<file path="src/hw/rtl/fcls_pkg.sv">
// ----------------------------------------------------------------------------
// fcls_pkg
// Types, constants and codes shared by the circular flash log sequencer.
// ----------------------------------------------------------------------------
`default_nettype none

package fcls_pkg;

  localparam int SECTOR_BYTES = 4096;
  localparam int LOG_COUNT    = 2;
  localparam int HEADER_BYTES = 4;

  localparam int NUM_LOG_REGS = 2;
  localparam int SECTOR_BITS  = $clog2(SECTOR_BYTES);
  localparam int LOG_IDX_W    = 1;

  localparam int ADDR_W   = 24;
  localparam int OFS_W    = 24;
  localparam int LIMIT_W  = 25;
  localparam int CNT_W    = 13;
  localparam int SERIAL_W = 16;
  localparam int PAY_W    = 32;
  localparam int CFG_IDX_W  = 3;
  localparam int CFG_DATA_W = 25;

  localparam int SECT_IDX_W = OFS_W - SECTOR_BITS;
  localparam int SCT_W      = (CNT_W > SECT_IDX_W) ? CNT_W : SECT_IDX_W;
  localparam int PROD_W     = SCT_W + SECTOR_BITS;

  localparam int MAX_RES = 3;
  localparam int RES_CNT_W = 2;

  localparam logic [15:0] USED_MARK = 16'hA5A5;

  localparam logic [ADDR_W-1:0]  RST_BASE_LOG0  = 24'd0;
  localparam logic [LIMIT_W-1:0] RST_LIMIT_LOG0 = 25'd65536;
  localparam logic [CNT_W-1:0]   RST_COUNT_LOG0 = 13'd16;
  localparam logic [ADDR_W-1:0]  RST_BASE_LOG1  = 24'd65536;
  localparam logic [LIMIT_W-1:0] RST_LIMIT_LOG1 = 25'd65536;
  localparam logic [CNT_W-1:0]   RST_COUNT_LOG1 = 13'd16;

  typedef enum logic [1:0] {
    OP_APPEND   = 2'd0,
    OP_READ     = 2'd1,
    OP_SIZE     = 2'd2,
    OP_RESERVED = 2'd3
  } fcls_op_e;

  typedef enum logic [2:0] {
    CMD_ERASE  = 3'd0,
    CMD_HEADER = 3'd1,
    CMD_WRITE  = 3'd2,
    CMD_READ   = 3'd3,
    CMD_NODATA = 3'd4,
    CMD_SIZE   = 3'd5
  } fcls_cmd_e;

  typedef enum logic [CFG_IDX_W-1:0] {
    REG_BASE_LOG0  = 3'd0,
    REG_LIMIT_LOG0 = 3'd1,
    REG_COUNT_LOG0 = 3'd2,
    REG_BASE_LOG1  = 3'd3,
    REG_LIMIT_LOG1 = 3'd4,
    REG_COUNT_LOG1 = 3'd5
  } fcls_reg_e;

  typedef struct packed {
    logic [1:0] operation;
    logic       log_select;
    logic [7:0] data_byte;
    logic       record_end;
  } fcls_item_t;

  typedef struct packed {
    logic [2:0]        command;
    logic [ADDR_W-1:0] flash_address;
    logic [PAY_W-1:0]  payload;
    logic              record_done;
    logic              last;
  } fcls_result_t;

  typedef struct packed {
    logic [ADDR_W-1:0]  base_address;
    logic [LIMIT_W-1:0] size_limit;
    logic [CNT_W-1:0]   sector_count;
  } fcls_log_cfg_t;

  typedef struct packed {
    logic [OFS_W-1:0]    wr_ptr;
    logic [OFS_W-1:0]    rd_ptr;
    logic [SERIAL_W-1:0] next_serial;
  } fcls_log_state_t;

  typedef struct packed {
    logic                 push;
    logic [RES_CNT_W-1:0] push_count;
  } fcls_push_t;

endpackage

`default_nettype wire

</file>
<file path="src/hw/rtl/fcls_cfg_regs.sv">
// ----------------------------------------------------------------------------
// fcls_cfg_regs
// Configuration registers for both logs, written through a plain write port.
// ----------------------------------------------------------------------------
`default_nettype none

module fcls_cfg_regs (
  input  wire logic                             clk_i,
  input  wire logic                             rst_ni,
  input  wire logic                             cfg_we_i,
  input  wire logic [fcls_pkg::CFG_IDX_W-1:0]   cfg_index_i,
  input  wire logic [fcls_pkg::CFG_DATA_W-1:0]  cfg_wdata_i,
  output fcls_pkg::fcls_log_cfg_t               log_cfg_o [fcls_pkg::NUM_LOG_REGS]
);

  fcls_pkg::fcls_log_cfg_t cfg_q [fcls_pkg::NUM_LOG_REGS];
  fcls_pkg::fcls_log_cfg_t cfg_d [fcls_pkg::NUM_LOG_REGS];

  always_comb begin
    cfg_d = cfg_q;
    if (cfg_we_i) begin
      case (cfg_index_i)
        fcls_pkg::REG_BASE_LOG0:  cfg_d[0].base_address = cfg_wdata_i[fcls_pkg::ADDR_W-1:0];
        fcls_pkg::REG_LIMIT_LOG0: cfg_d[0].size_limit   = cfg_wdata_i[fcls_pkg::LIMIT_W-1:0];
        fcls_pkg::REG_COUNT_LOG0: cfg_d[0].sector_count = cfg_wdata_i[fcls_pkg::CNT_W-1:0];
        fcls_pkg::REG_BASE_LOG1:  cfg_d[1].base_address = cfg_wdata_i[fcls_pkg::ADDR_W-1:0];
        fcls_pkg::REG_LIMIT_LOG1: cfg_d[1].size_limit   = cfg_wdata_i[fcls_pkg::LIMIT_W-1:0];
        fcls_pkg::REG_COUNT_LOG1: cfg_d[1].sector_count = cfg_wdata_i[fcls_pkg::CNT_W-1:0];
        default: ;
      endcase
    end
  end

  always_ff @(posedge clk_i or negedge rst_ni) begin
    if (!rst_ni) begin
      cfg_q[0] <= '{base_address: fcls_pkg::RST_BASE_LOG0,
                    size_limit:   fcls_pkg::RST_LIMIT_LOG0,
                    sector_count: fcls_pkg::RST_COUNT_LOG0};
      cfg_q[1] <= '{base_address: fcls_pkg::RST_BASE_LOG1,
                    size_limit:   fcls_pkg::RST_LIMIT_LOG1,
                    sector_count: fcls_pkg::RST_COUNT_LOG1};
    end else begin
      cfg_q <= cfg_d;
    end
  end

  assign log_cfg_o = cfg_q;

endmodule

`default_nettype wire

</file>
<file path="src/hw/rtl/fcls_step.sv">
// ----------------------------------------------------------------------------
// fcls_step
// Single-pass command generation and pointer update for one log.
// ----------------------------------------------------------------------------
`default_nettype none

module fcls_step (
  input  wire fcls_pkg::fcls_item_t             item_i,
  input  wire fcls_pkg::fcls_log_cfg_t          cfg_i,
  input  wire fcls_pkg::fcls_log_state_t        state_i,
  output fcls_pkg::fcls_log_state_t             state_o,
  output fcls_pkg::fcls_result_t                res_o [fcls_pkg::MAX_RES],
  output logic [fcls_pkg::RES_CNT_W-1:0]        count_o
);

  localparam int SB = fcls_pkg::SECTOR_BITS;
  localparam int OW = fcls_pkg::OFS_W;

  always_comb begin
    logic [OW-1:0]                   wo;
    logic [OW-1:0]                   ro;
    logic [fcls_pkg::ADDR_W-1:0]     addr;
    logic                            avail;
    logic [fcls_pkg::SCT_W-1:0]      sct;
    logic [fcls_pkg::PROD_W-1:0]     prod;
    logic [fcls_pkg::PAY_W-1:0]      size;
    logic [SB-1:0]                   rem;

    wo    = state_i.wr_ptr;
    ro    = state_i.rd_ptr;
    addr  = '0;
    avail = 1'b0;
    sct   = '0;
    prod  = '0;
    size  = '0;
    rem   = '0;
    state_o = state_i;
    count_o = '0;
    for (int k = 0; k < fcls_pkg::MAX_RES; k++) begin
      res_o[k] = '0;
    end

    case (item_i.operation)
      fcls_pkg::OP_APPEND: begin
        if (wo[SB-1:0] == '0) begin
          if ({1'b0, wo} >= cfg_i.size_limit) begin
            wo = '0;
          end
          addr = cfg_i.base_address + wo;
          res_o[0].command       = fcls_pkg::CMD_ERASE;
          res_o[0].flash_address = addr;
          res_o[1].command       = fcls_pkg::CMD_HEADER;
          res_o[1].flash_address = addr;
          res_o[1].payload       = {state_i.next_serial, fcls_pkg::USED_MARK};
          state_o.next_serial    = state_i.next_serial + 16'd1;
          wo = wo + OW'(fcls_pkg::HEADER_BYTES);
          res_o[2].command       = fcls_pkg::CMD_WRITE;
          res_o[2].flash_address = cfg_i.base_address + wo;
          res_o[2].payload       = {24'd0, item_i.data_byte};
          res_o[2].record_done   = item_i.record_end;
          res_o[2].last          = 1'b1;
          count_o = 2'd3;
        end else begin
          res_o[0].command       = fcls_pkg::CMD_WRITE;
          res_o[0].flash_address = cfg_i.base_address + wo;
          res_o[0].payload       = {24'd0, item_i.data_byte};
          res_o[0].record_done   = item_i.record_end;
          res_o[0].last          = 1'b1;
          count_o = 2'd1;
        end
        state_o.wr_ptr = wo + OW'(1);
      end
      fcls_pkg::OP_READ: begin
        if (ro[SB-1:0] == '0) begin
          if ({1'b0, ro} >= cfg_i.size_limit) begin
            ro = '0;
          end
          ro = ro + OW'(fcls_pkg::HEADER_BYTES);
        end
        avail = (ro[OW-1:SB] != wo[OW-1:SB]) || (wo > ro);
        if (avail) begin
          res_o[0].command       = fcls_pkg::CMD_READ;
          res_o[0].flash_address = cfg_i.base_address + ro;
          ro = ro + OW'(1);
        end else begin
          res_o[0].command = fcls_pkg::CMD_NODATA;
        end
        res_o[0].record_done = item_i.record_end;
        res_o[0].last        = 1'b1;
        state_o.rd_ptr       = ro;
        count_o = 2'd1;
      end
      fcls_pkg::OP_SIZE: begin
        if (ro > wo) begin
          sct = (cfg_i.sector_count != '0) ?
                fcls_pkg::SCT_W'(cfg_i.sector_count - 1'b1) : '0;
        end else begin
          sct = fcls_pkg::SCT_W'(wo[OW-1:SB]);
        end
        prod = fcls_pkg::PROD_W'(sct) *
               fcls_pkg::PROD_W'(fcls_pkg::SECTOR_BYTES - fcls_pkg::HEADER_BYTES);
        rem  = wo[SB-1:0];
        size = 32'(prod);
        if (rem >= SB'(fcls_pkg::HEADER_BYTES)) begin
          size = size + 32'(rem) - 32'(fcls_pkg::HEADER_BYTES);
        end
        res_o[0].command     = fcls_pkg::CMD_SIZE;
        res_o[0].payload     = size;
        res_o[0].record_done = item_i.record_end;
        res_o[0].last        = 1'b1;
        count_o = 2'd1;
      end
      default: ;
    endcase
  end

endmodule

`default_nettype wire

</file>
<file path="src/hw/rtl/fcls_result_queue.sv">
// ----------------------------------------------------------------------------
// fcls_result_queue
// Result register: holds up to three beats of one item and shifts them out.
// ----------------------------------------------------------------------------
`default_nettype none

module fcls_result_queue (
  input  wire logic                  clk_i,
  input  wire logic                  rst_ni,
  input  wire fcls_pkg::fcls_push_t  push_i,
  input  wire fcls_pkg::fcls_result_t push_res_i [fcls_pkg::MAX_RES],
  output logic                       ready_o,
  output logic                       out_valid_o,
  input  wire logic                  out_stall_i,
  output fcls_pkg::fcls_result_t     out_data_o
);

  logic [fcls_pkg::RES_CNT_W-1:0] count_q, count_d;
  fcls_pkg::fcls_result_t         slot_q [fcls_pkg::MAX_RES];
  fcls_pkg::fcls_result_t         slot_d [fcls_pkg::MAX_RES];
  logic                           pop;

  assign pop     = (count_q != '0) && !out_stall_i;
  assign ready_o = (count_q == '0) || ((count_q == 2'd1) && !out_stall_i);

  always_comb begin
    count_d = count_q;
    slot_d  = slot_q;
    if (push_i.push) begin
      count_d = push_i.push_count;
      slot_d  = push_res_i;
    end else if (pop) begin
      count_d = count_q - 2'd1;
      for (int k = 0; k < fcls_pkg::MAX_RES - 1; k++) begin
        slot_d[k] = slot_q[k+1];
      end
    end
  end

  always_ff @(posedge clk_i or negedge rst_ni) begin
    if (!rst_ni) begin
      count_q <= '0;
    end else begin
      count_q <= count_d;
    end
  end

  always_ff @(posedge clk_i) begin
    slot_q <= slot_d;
  end

  assign out_valid_o = (count_q != '0);
  assign out_data_o  = slot_q[0];

endmodule

`default_nettype wire

</file>
<file path="src/hw/rtl/flash_circular_log_sequencer_top.sv">
// ----------------------------------------------------------------------------
// flash_circular_log_sequencer_top
// Two circular logs in sectored flash: turns append, read and size items
// into erase, header, write and read commands for a flash controller.
// ----------------------------------------------------------------------------
//   channel | direction | handshake            | beat
//   in      | input     | in_valid_i/in_stall_o | fcls_item_t
//   out     | output    | out_valid_o/out_stall_i | fcls_result_t
//   cfg     | input     | cfg_we_i              | cfg_index_i, cfg_wdata_i
//
// One item is taken per cycle while the result register is ready; its first
// beat appears in the cycle after accept. A sector-start append yields three
// beats and holds the input while the result register drains; other appends,
// reads and sizes yield one beat, reserved items none. Reset clears all
// pointers and serials at once and loads register defaults. A stall on the
// output holds the result register and, while any beat is pending, the input.
// ----------------------------------------------------------------------------
`default_nettype none

module flash_circular_log_sequencer_top (
  input  wire logic                             clk_i,
  input  wire logic                             rst_ni,
  input  wire logic                             in_valid_i,
  output logic                                  in_stall_o,
  input  wire fcls_pkg::fcls_item_t             in_data_i,
  output logic                                  out_valid_o,
  input  wire logic                             out_stall_i,
  output fcls_pkg::fcls_result_t                out_data_o,
  input  wire logic                             cfg_we_i,
  input  wire logic [fcls_pkg::CFG_IDX_W-1:0]   cfg_index_i,
  input  wire logic [fcls_pkg::CFG_DATA_W-1:0]  cfg_wdata_i
);

  fcls_pkg::fcls_log_cfg_t   log_cfg [fcls_pkg::NUM_LOG_REGS];
  fcls_pkg::fcls_log_state_t state_q [fcls_pkg::LOG_COUNT];
  fcls_pkg::fcls_log_state_t state_d [fcls_pkg::LOG_COUNT];
  fcls_pkg::fcls_log_state_t step_state;
  fcls_pkg::fcls_result_t    step_res [fcls_pkg::MAX_RES];
  logic [fcls_pkg::RES_CNT_W-1:0] step_count;
  fcls_pkg::fcls_push_t      push;
  logic                      q_ready;
  logic                      in_accept;
  logic [fcls_pkg::LOG_IDX_W-1:0] sel;

  assign in_stall_o = !q_ready;
  assign in_accept  = in_valid_i && q_ready;

  always_comb begin
    if (int'(in_data_i.log_select) >= fcls_pkg::LOG_COUNT) begin
      sel = fcls_pkg::LOG_IDX_W'(fcls_pkg::LOG_COUNT - 1);
    end else begin
      sel = in_data_i.log_select;
    end
  end

  fcls_cfg_regs u_cfg_regs (
    .clk_i       (clk_i),
    .rst_ni      (rst_ni),
    .cfg_we_i    (cfg_we_i),
    .cfg_index_i (cfg_index_i),
    .cfg_wdata_i (cfg_wdata_i),
    .log_cfg_o   (log_cfg)
  );

  fcls_step u_step (
    .item_i  (in_data_i),
    .cfg_i   (log_cfg[sel]),
    .state_i (state_q[sel]),
    .state_o (step_state),
    .res_o   (step_res),
    .count_o (step_count)
  );

  always_comb begin
    state_d = state_q;
    if (in_accept) begin
      state_d[sel] = step_state;
    end
  end

  always_ff @(posedge clk_i or negedge rst_ni) begin
    if (!rst_ni) begin
      for (int k = 0; k < fcls_pkg::LOG_COUNT; k++) begin
        state_q[k] <= '0;
      end
    end else begin
      state_q <= state_d;
    end
  end

  assign push.push       = in_accept;
  assign push.push_count = step_count;

  fcls_result_queue u_result_queue (
    .clk_i       (clk_i),
    .rst_ni      (rst_ni),
    .push_i      (push),
    .push_res_i  (step_res),
    .ready_o     (q_ready),
    .out_valid_o (out_valid_o),
    .out_stall_i (out_stall_i),
    .out_data_o  (out_data_o)
  );

endmodule

`default_nettype wire

</file>
<file path="config.mk">
export PLATFORM = sky130hd
export DESIGN_NAME = flash_circular_log_sequencer_top
export DESIGN_NICKNAME = d
export VERILOG_FILES = /design/src/hw/rtl/fcls_pkg.sv /design/src/hw/rtl/fcls_cfg_regs.sv /design/src/hw/rtl/fcls_step.sv /design/src/hw/rtl/fcls_result_queue.sv /design/src/hw/rtl/flash_circular_log_sequencer_top.sv
export SDC_FILE = /design/constraint.sdc
export NUM_CORES = 1
export LEC_CHECK = 0
export BUFFER_PORTS_ARGS = -buffer_cell sky130_fd_sc_hd__buf_2
export CELL_PAD_IN_SITES_DETAIL_PLACEMENT = 1
export CELL_PAD_IN_SITES_GLOBAL_PLACEMENT = 1
export CORE_MARGIN = 1.5
export CORE_UTILIZATION = 50
export CTS_CLUSTER_DIAMETER = 100
export DETAILED_ROUTE_END_ITERATION = 10
export PLACE_DENSITY_LB_ADDON = 0.1
export SETUP_SLACK_MARGIN = 0.5
export SLEW_MARGIN = 20
export SYNTH_ARGS = -nofsm -noshare
export SYNTH_HDL_FRONTEND = slang
export SYNTH_SLANG_ARGS = --single-unit
</file>
<file path="constraint.sdc">
create_clock -name clk_i -period 14.47 [get_ports clk_i]
set_clock_uncertainty 0.15 [all_clocks]
set_input_delay 2.1705 -clock clk_i [delete_from_list [all_inputs] [get_ports clk_i]]
set_output_delay 2.1705 -clock clk_i [all_outputs]
set_load 0.02 [all_outputs]
</file>
* Yosys cells after proc, flatten, opt, wreduce, memory -nomap -nowiden
Index checks and enable logic that the tools add are counted.
Word-level totals: flip-flop bits (word level) 437, output and inout bits 63, word-level logic and storage cells 129
Cells by class: magnitude comparators 7, bitwise logic cells 1, add/sub/neg operators 13, multiply operators 1, eq/ne operators 9, muxes and demuxes 45, reduce and logical (&&, ||, !) cells 24
Operators by type and width (count):
- 2-to-1 mux 24 bit | 14
- 2-to-1 mux 64 bit | 4
- 2-to-1 mux 122 bit | 2
- 2-to-1 mux 62 bit | 3
- bitwise mux 128 bit | 1
- 2-to-1 mux 57 bit | 2
- adder 24 bit | 4
- demux 64 bit (select 1 bit) | 1
- case mux 32 bit (2 select lines) | 1
- 2-to-1 mux 60 bit | 1
- >= comparator 24 x 25 -> 1 bit | 2
- adder 24 x 1 -> 24 bit (second input constant) | 2
- adder 24 x 3 -> 24 bit (second input constant) | 2
- greater-than comparator 24 bit | 2
- case mux 24 bit (2 select lines) | 1
- 2-to-1 mux 13 bit | 3
- 2-to-1 mux 16 bit | 2
- 2-to-1 mux 32 bit | 1
- subtractor 32 x 3 -> 32 bit (second input constant) | 1
- adder 25 x 12 -> 26 bit | 1
- 2-to-1 mux 26 bit | 1
- logical NOT 12 bit | 2
- multiplier 13 x 10 -> 23 bit (second input constant) | 1
- adder 16 x 1 -> 16 bit (second input constant) | 1
- 26 further kinds | 45

* Longest topological paths before layout
Gate-level depths: netlist of the first run.
word-level depth 16, depth in mapped cells 48, gate-level depth less buffers 40

* By module
From an unflattened synthesis of the first run, not the netlist that was laid out.
Second synthesis, totals: cells, all modules 3189, area total of the unflattened synthesis 33380.8 µm²
Modules (own cells, without submodules):
- fcls_step | cells each 2112, instances 1, area an instance 14836.7 µm²
- fcls_result_queue | cells each 398, instances 1, area an instance 7561.0 µm²
- flash_circular_log_sequencer_top | cells each 413, instances 1, area an instance 6286.0 µm²
- fcls_cfg_regs | cells each 266, instances 1, area an instance 4697.0 µm²

* Worst setup path after synthesis of the first run
Ideal clock, no wire load.
path kind input to register, start input port in_data_i[9] in the netlist's numbering, end register u_result_queue.slot_q, in the netlist u_result_queue.out_data_o[25], data pin, stages on the path 44, data required time 14063 ps, setup slack 1014 ps, arrival 13049 ps, buffers on the path 10, path through buf_6 buf_6 buf_6 buf_6 buf_4 buf_2 buf_2 buf_1 mux2i_1 inv_1 ha_1 nand4_1 nor4_2 o21a_1 o21ai_1 clkbuf_1 clkbuf_1 o31ai_1 [8 not listed] inv_1 ha_1 nand2_1 a21oi_1 nand2b_1 xnor2_1 ha_1 nand2_1 o21a_1 nor4_4 or4b_4 a211oi_2 and2_4 a31oi_4 or3_4 o32ai_2 mux2i_1 nand2_1
RTL lines:
- from (decl) | line flash_circular_log_sequencer_top.sv:25 | input wire fcls_pkg::fcls_item_t in_data_i,
- to (signal assigned) | line fcls_result_queue.sv:49 | slot_q <= slot_d;
- to (decl) | line fcls_result_queue.sv:19 | fcls_pkg::fcls_result_t slot_q [fcls_pkg::MAX_RES];

==> run metrics, run 1 <==
status=completed; pin count of the biggest net entering global routing=115; crit share post-route=90.8%; hold depth=1; critical path launch point type=input port; initial antenna violation count=2; Post-CTS Setup Bufs=0; row count=90; hold_sp=state_q[70]$_DFFE_PN0P_; Final min period=13.14 ns; Max FO, Critical Path=73; critical path class=input port to flop; I/O Pins=108; Crit path required time=14.65 ns; Final Hold Fails=0; Main synth FF type=dfrtp_1; global route overflow=0; Synth Area in Adders=15.0%; nets=3667; Worst EP arrival=13.32 ns; die height=251 µm; Post-Synthesis Cells=3241; Seq/Total Area, Yosys=34.9%; Starting Density=50.9%; Root Driver=clkbuf_16; die width=251 µm; Synth Area in Compound Gates=14.2%; Synth top area share=20.2%; simple-gate portion of the synthesized area=15.0%; antenna cells=0; cell mode on critical path=inv_1; RSZ-0062 raised after global routing=false; vias in the first global route=27000; Pre-Repair DR Iteration Count=5; R2R depth=36; gr busiest metal=met2; Rel. slew slack=26.4%; Peak Freq=76.1 MHz; CP endpoint kind=flop; violation count after the first detailed-route iteration=1538; post-synth top area cell=dfrtp_1; Worst-Skew Late Latency=0.61 ns; post-synthesis net count=3616; Detail Route Antenna Nets=0; most frequent cells in the layout=327 x nand2_1, 266 x ha_1, 249 x dfrtp_1, 234 x o21ai_0, 232 x nor2_1; reg2reg start=state_q[32]$_DFFE_PN0P_; Avg Inst Size Synth=9.51 µm²; H-tree Lvls=2; FF-to-FF setup slack=3.40 ns; Max Cap Violations=0; gr usage total=34.3%; cts bufs inserted=48; met3 Usage GRT=4.07%; final setup fails=0; gpl congestion=0.920; Post-synth EDFFs=145; asr flop ratio synth=63.3%; commonest non-fill, non-tap cell in the layout=nand2_1; synth unique cells=114; Yosys reg bits=401; first-pass GRT wire length=166000 µm; Remaining DRCs=0; met2 Use GR=59.2%; max-slew violation count=0; layout cells sized above 1=15.0%; # resized after CTS=0; via count=25400; worst slew pin tran=1.09 ns; post-DR vias/cell=6.17; grt met1 use=43.6%; Cell Area, Synth=30800 µm²; largest family of logic cells by synthesized area=simple AND/OR/NAND/NOR gates; Layout area overhead=8.94%; Hold-fix buffers, CTS=0; critical path's slowest cell=buf_6; CTS tree=done; TritonCTS Sinks=401; Routed WL per cell=26.2 µm; hold endpoint=state_q[70]$_DFFE_PN0P_; PortBufs=107; Fill cells=6778; Yosys warnings=0; critical path's largest stage delay=0.67 ns; DP HPWL=83200 µm; die area=63100 µm²; post-synthesis mux area share=9.27%; fraction of synthesized cell area in xor and xnor cells=5.96%; Critical R2R Capture=u_result_queue.out_data_o[25]$_DFFE_PP_; Reg clk slew, reported paths=0.06 ns; setup TNS=0 ns; core area=60600 µm²; WL final=108000 µm; Area contributors post-synth=dfrtp_1 20%, edfxtp_1 14%, ha_1 11%; type of the tightest min-delay check=flop to flop; Max clock buf depth=3
layer usage:
| metal | routed length (µm) | share of wire, % |
|---|---|---|
| met2 | 52500 | 49 |
| met3 | 5010 | 4.7 |
| met1 | 45500 | 42 |
| met4 | 4760 | 4.4 |
| met5 | 0 | 0 |
worst max path at each step:
stage | from | to | slack, ns | depth (start not counted)
2_1_floorplan | in_data_i[9] | u_result_queue.out_data_o[25]$_DFFE_PP_ | 1.01 | 44
3_3_place_gp | in_data_i[9] | u_result_queue.out_data_o[25]$_DFFE_PP_ | 1.06 | 37
4_1_cts | in_data_i[9] | u_result_queue.out_data_o[25]$_DFFE_PP_ | 1.34 | 37
3_5_place_dp | in_data_i[9] | u_result_queue.out_data_o[25]$_DFFE_PP_ | 0.77 | 37
6_report | in_data_i[9] | u_result_queue.out_data_o[25]$_DFFE_PP_ | 1.33 | 37
5_1_grt | in_data_i[9] | u_result_queue.out_data_o[25]$_DFFE_PP_ | 0.61 | 37
per-stage QoR:
| stage | cell area, µm² | std cells | setup slack [ns] | util, % | hold WS (ns) |
|---|---|---|---|---|---|
| 2_1_floorplan | 30800 | 3241 | 1.01 | - | 0.284 |
| 3_3_place_gp | 32000 | 4024 | 1.06 | 52.8 | 0.299 |
| 3_5_place_dp | 32000 | 4024 | 0.774 | 52.8 | 0.308 |
| 4_1_cts | 33600 | 4113 | 1.34 | 55.4 | 0.318 |
| 5_1_grt | 33600 | 4113 | 0.605 | 55.4 | 0.336 |
| 6_report | 33600 | 4113 | 1.33 | 55.4 | 0.317 |
cell type report:
cell class	instances	area (µm²)	share of cell area, %
tap	782	978	2.91
sequential	401	10800	32.0
multi-input combinational	2444	18400	54.7
timing repair buffer	169	1020	3.03
clock buffer	69	1390	4.14
clock inverter	20	210	0.626
inverter	228	856	2.55
cell usage after synthesis (18+ instances only):
cell type,instances
a21oi_1,153
nand4_1,36
nor2b_1,22
a21o_1,56
and3_1,43
xor2_1,80
o21a_1,21
ha_1,267
edfxtp_1,145
fa_1,63
buf_4,63
nand2_1,330
mux2i_1,92
inv_1,222
clkbuf_1,88
xnor2_1,128
o21ai_0,236
nor2_1,234
nor3_1,67
mux2_2,163
nand3_1,94
dfrtp_1,249
o21bai_1,24
nor4_1,18
nand2b_1,22
critical path, delay by kind of cell:
kind,cells,cell delay [ns]
buffers and inverters,8,1.58
and+or+nand+nor,10,2.63
muxes,2,0.76
xor gates and xnor gates,1,0.09
adders and majority gates,8,3.68
AOI/OAI and AO/OA,8,2.30
flip-flops by register name, summed over array words and instances, names as in the netlist:
register and count:
u_result_queue.count_q 2, state_q 128, u_result_queue.slot_q 86, u_cfg_regs.log_cfg_o 124, u_result_queue.out_data_o 61
kinds of logic (layout without fill, tap and decap cells):
logic type,after synthesis,count (layout)
simple gates,960,960
compound gates,683,683
xor+xnor,209,209
buf+inv,396,486
flops,401,401
fa+ha+maj,331,331
mux,261,261
Power of run 1 is left out: the tool's default activity adds up to more than one toggle a clock period on the data nets, which glitch-free logic cannot reach.
==> run 2: changes to the inputs <==
--- a/config.mk
+++ b/config.mk
@@ -5,15 +5,15 @@
 export SDC_FILE = /design/constraint.sdc
 export NUM_CORES = 1
 export LEC_CHECK = 0
+export ABC_AREA = 1
 export BUFFER_PORTS_ARGS = -buffer_cell sky130_fd_sc_hd__buf_2
 export CELL_PAD_IN_SITES_DETAIL_PLACEMENT = 1
 export CELL_PAD_IN_SITES_GLOBAL_PLACEMENT = 1
 export CORE_MARGIN = 1.5
-export CORE_UTILIZATION = 50
+export CORE_UTILIZATION = 48
 export CTS_CLUSTER_DIAMETER = 100
 export DETAILED_ROUTE_END_ITERATION = 10
 export PLACE_DENSITY_LB_ADDON = 0.1
-export SETUP_SLACK_MARGIN = 0.5
 export SLEW_MARGIN = 20
 export SYNTH_ARGS = -nofsm -noshare
 export SYNTH_HDL_FRONTEND = slang
==> run metrics, run 2 <==
via count=28600; post-synthesis net count=4495; Worst-Skew Late Latency=0.62 ns; Yosys warnings=0; I/O Pins=108; vias in the first global route=29700; PortBufs=107; row count=94; Root Driver=clkbuf_16; Detail Route Antenna Nets=0; layout cells sized above 1=9.21%; max-slew violation count=0; nets=4506; max reg flops=128; Area contributors post-synth=dfrtp_1 20%, edfxtp_1 14%, nand2_1 13%; Max FO, Critical Path=28; Max clock buf depth=3; Worst EP arrival=12.88 ns; antenna cells=0; cts bufs inserted=48; Final Hold Fails=0; die height=260 µm; critical path launch point type=input port; most common cell in the netlist=nand2_1; # resized after CTS=0; most frequent cells in the layout=1133 x nand2_1, 451 x inv_1, 390 x o21ai_0, 267 x ha_1, 249 x dfrtp_1; initial antenna violation count=0; gr usage total=34.0%; Peak Freq=79.6 MHz; critical path class=input port to flop; critical path's slowest cell=o21ai_0; CP endpoint kind=flop; Reg clk slew, reported paths=0.06 ns; Yosys reg bits=401; die width=260 µm; Fill cells=8256; status=completed; post-synth top area cell=dfrtp_1; Main synth FF type=dfrtp_1; Synth top area share=19.7%; RSZ-0062 raised after global routing=false; die area=67600 µm²; commonest non-fill, non-tap cell in the layout=nand2_1; core area=65500 µm²; Final min period=12.56 ns; H-tree Lvls=2; WL final=114000 µm; CTS tree=done; Pre-Repair DR Iteration Count=5; pin count of the biggest net entering global routing=165; Post-CTS Setup Bufs=0; cell mode on critical path=nand2_1; first-pass GRT wire length=176000 µm; Seq/Total Area, Yosys=33.9%; Rel. slew slack=16.8%; type of the tightest min-delay check=flop to flop; global route overflow=0; critical path's largest stage delay=0.66 ns; Avg Inst Size Synth=7.69 µm²; Post-Synthesis Cells=4120; Starting Density=48.4%; violation count after the first detailed-route iteration=2147; crit share post-route=86.8%; final worst slack=1.91 ns; Cell Area, Synth=31700 µm²; DP HPWL=87400 µm; Hold-fix buffers, CTS=0; asr flop ratio synth=63.3%; Post-synth top cells=1134 x nand2_1, 452 x inv_1, 395 x o21ai_0; Post-synth EDFFs=145; Routed WL per cell=22.6 µm; synth unique cells=79; Layout area overhead=7.99%; multi-input logic area=18100 µm²; worst slew pin tran=1.25 ns; gpl congestion=0.971; TritonCTS Sinks=401; Max Cap Violations=0; post-DR vias/cell=5.69; final setup fails=0; pre-CTS WS=1.50 ns; Remaining DRCs=0; Most flops, register=state_q; storage element area=10800 µm²; Layout Utilization=52.2%; setup TNS=0 ns; Crit path required time=14.79 ns
## run 2: changes by cell type in the layout (fill, tap and decap cells not counted), sizes merged, moves of 48 or more
| cell | previous run | this run |
|---|---|---|
| o21ai | 253 | 441 |
| inv | 231 | 477 |
| nand2 | 332 | 1163 |
| mux2 | 163 | 0 |
| xnor2 | 128 | 43 |
| a21o | 56 | 8 |
| mux2i | 98 | 26 |
| nand3 | 95 | 184 |
| a21oi | 154 | 220 |
## run 2: kinds of logic after synthesis
family	Yosys count	share of synthesized area, %
compound gates	792	14.0
fa+ha+maj	330	14.5
simple gates	1768	23.9
mux	26	0.821
buf+inv	665	8.97
xor+xnor	138	3.81
flops	401	33.9
## run 2: stage by stage
step                      instances  cell area [µm²]  hold slack [ns]
after floorplan                4120            31700            0.278
after global placement         4945            32600            0.287
after detailed placement       4945            32600            0.306
after CTS                      5034            34200            0.322
after global routing           5034            34200            0.342
final                          5034            34200            0.316
## run 2: worst max-delay path: cells and delay by family
kind / cells / cell delay [ns]
AOI/OAI and AO/OA: 5 / 1.55
xor gates and xnor gates: 2 / 0.42
adders and majority gates: 8 / 3.21
buffers and inverters: 11 / 1.62
and+or+nand+nor: 24 / 3.84
## run 2: final cells by class
cell class / count / share of cell area [%]
multi-input combinational: 3054 / 52.9
sequential: 401 / 31.4
inverter: 477 / 5.25
clock buffer: 70 / 3.96
tap: 864 / 3.16
timing repair buffer: 149 / 2.61
clock inverter: 19 / 0.665
## run 2: path summary, 6_finish.rpt
kind,from,to,cells after the start,slack [ns]
setup / recovery,in_data_i[9],u_result_queue.out_data_o[32]$_DFFE_PP_,50,1.91
hold / removal,u_result_queue.slot_q[62]$_SDFFE_PP0P_,u_result_queue.slot_q[62]$_SDFFE_PP0P_,2,0.32
setup reg to reg,state_q[127]$_DFFE_PN0P_,u_result_queue.out_data_o[32]$_DFFE_PP_,48,3.96
hold reg to reg,u_result_queue.slot_q[62]$_SDFFE_PP0P_,u_result_queue.slot_q[62]$_SDFFE_PP0P_,2,0.32
max in group asynchronous,rst_ni,state_q[86]$_DFFE_PN0P_,2,11.12
min in group asynchronous,rst_ni,state_q[12]$_DFFE_PN0P_,1,1.42
## run 2: per-layer routing
layer | global-route usage [%] | share of wire [%]
met1 | 44.3 | 44
met2 | 57.7 | 47
met3 | 3.89 | 4.5
met4 | 13.0 | 4.1
met5 | 0 | 0
Power of run 2 is left out for the same reason.
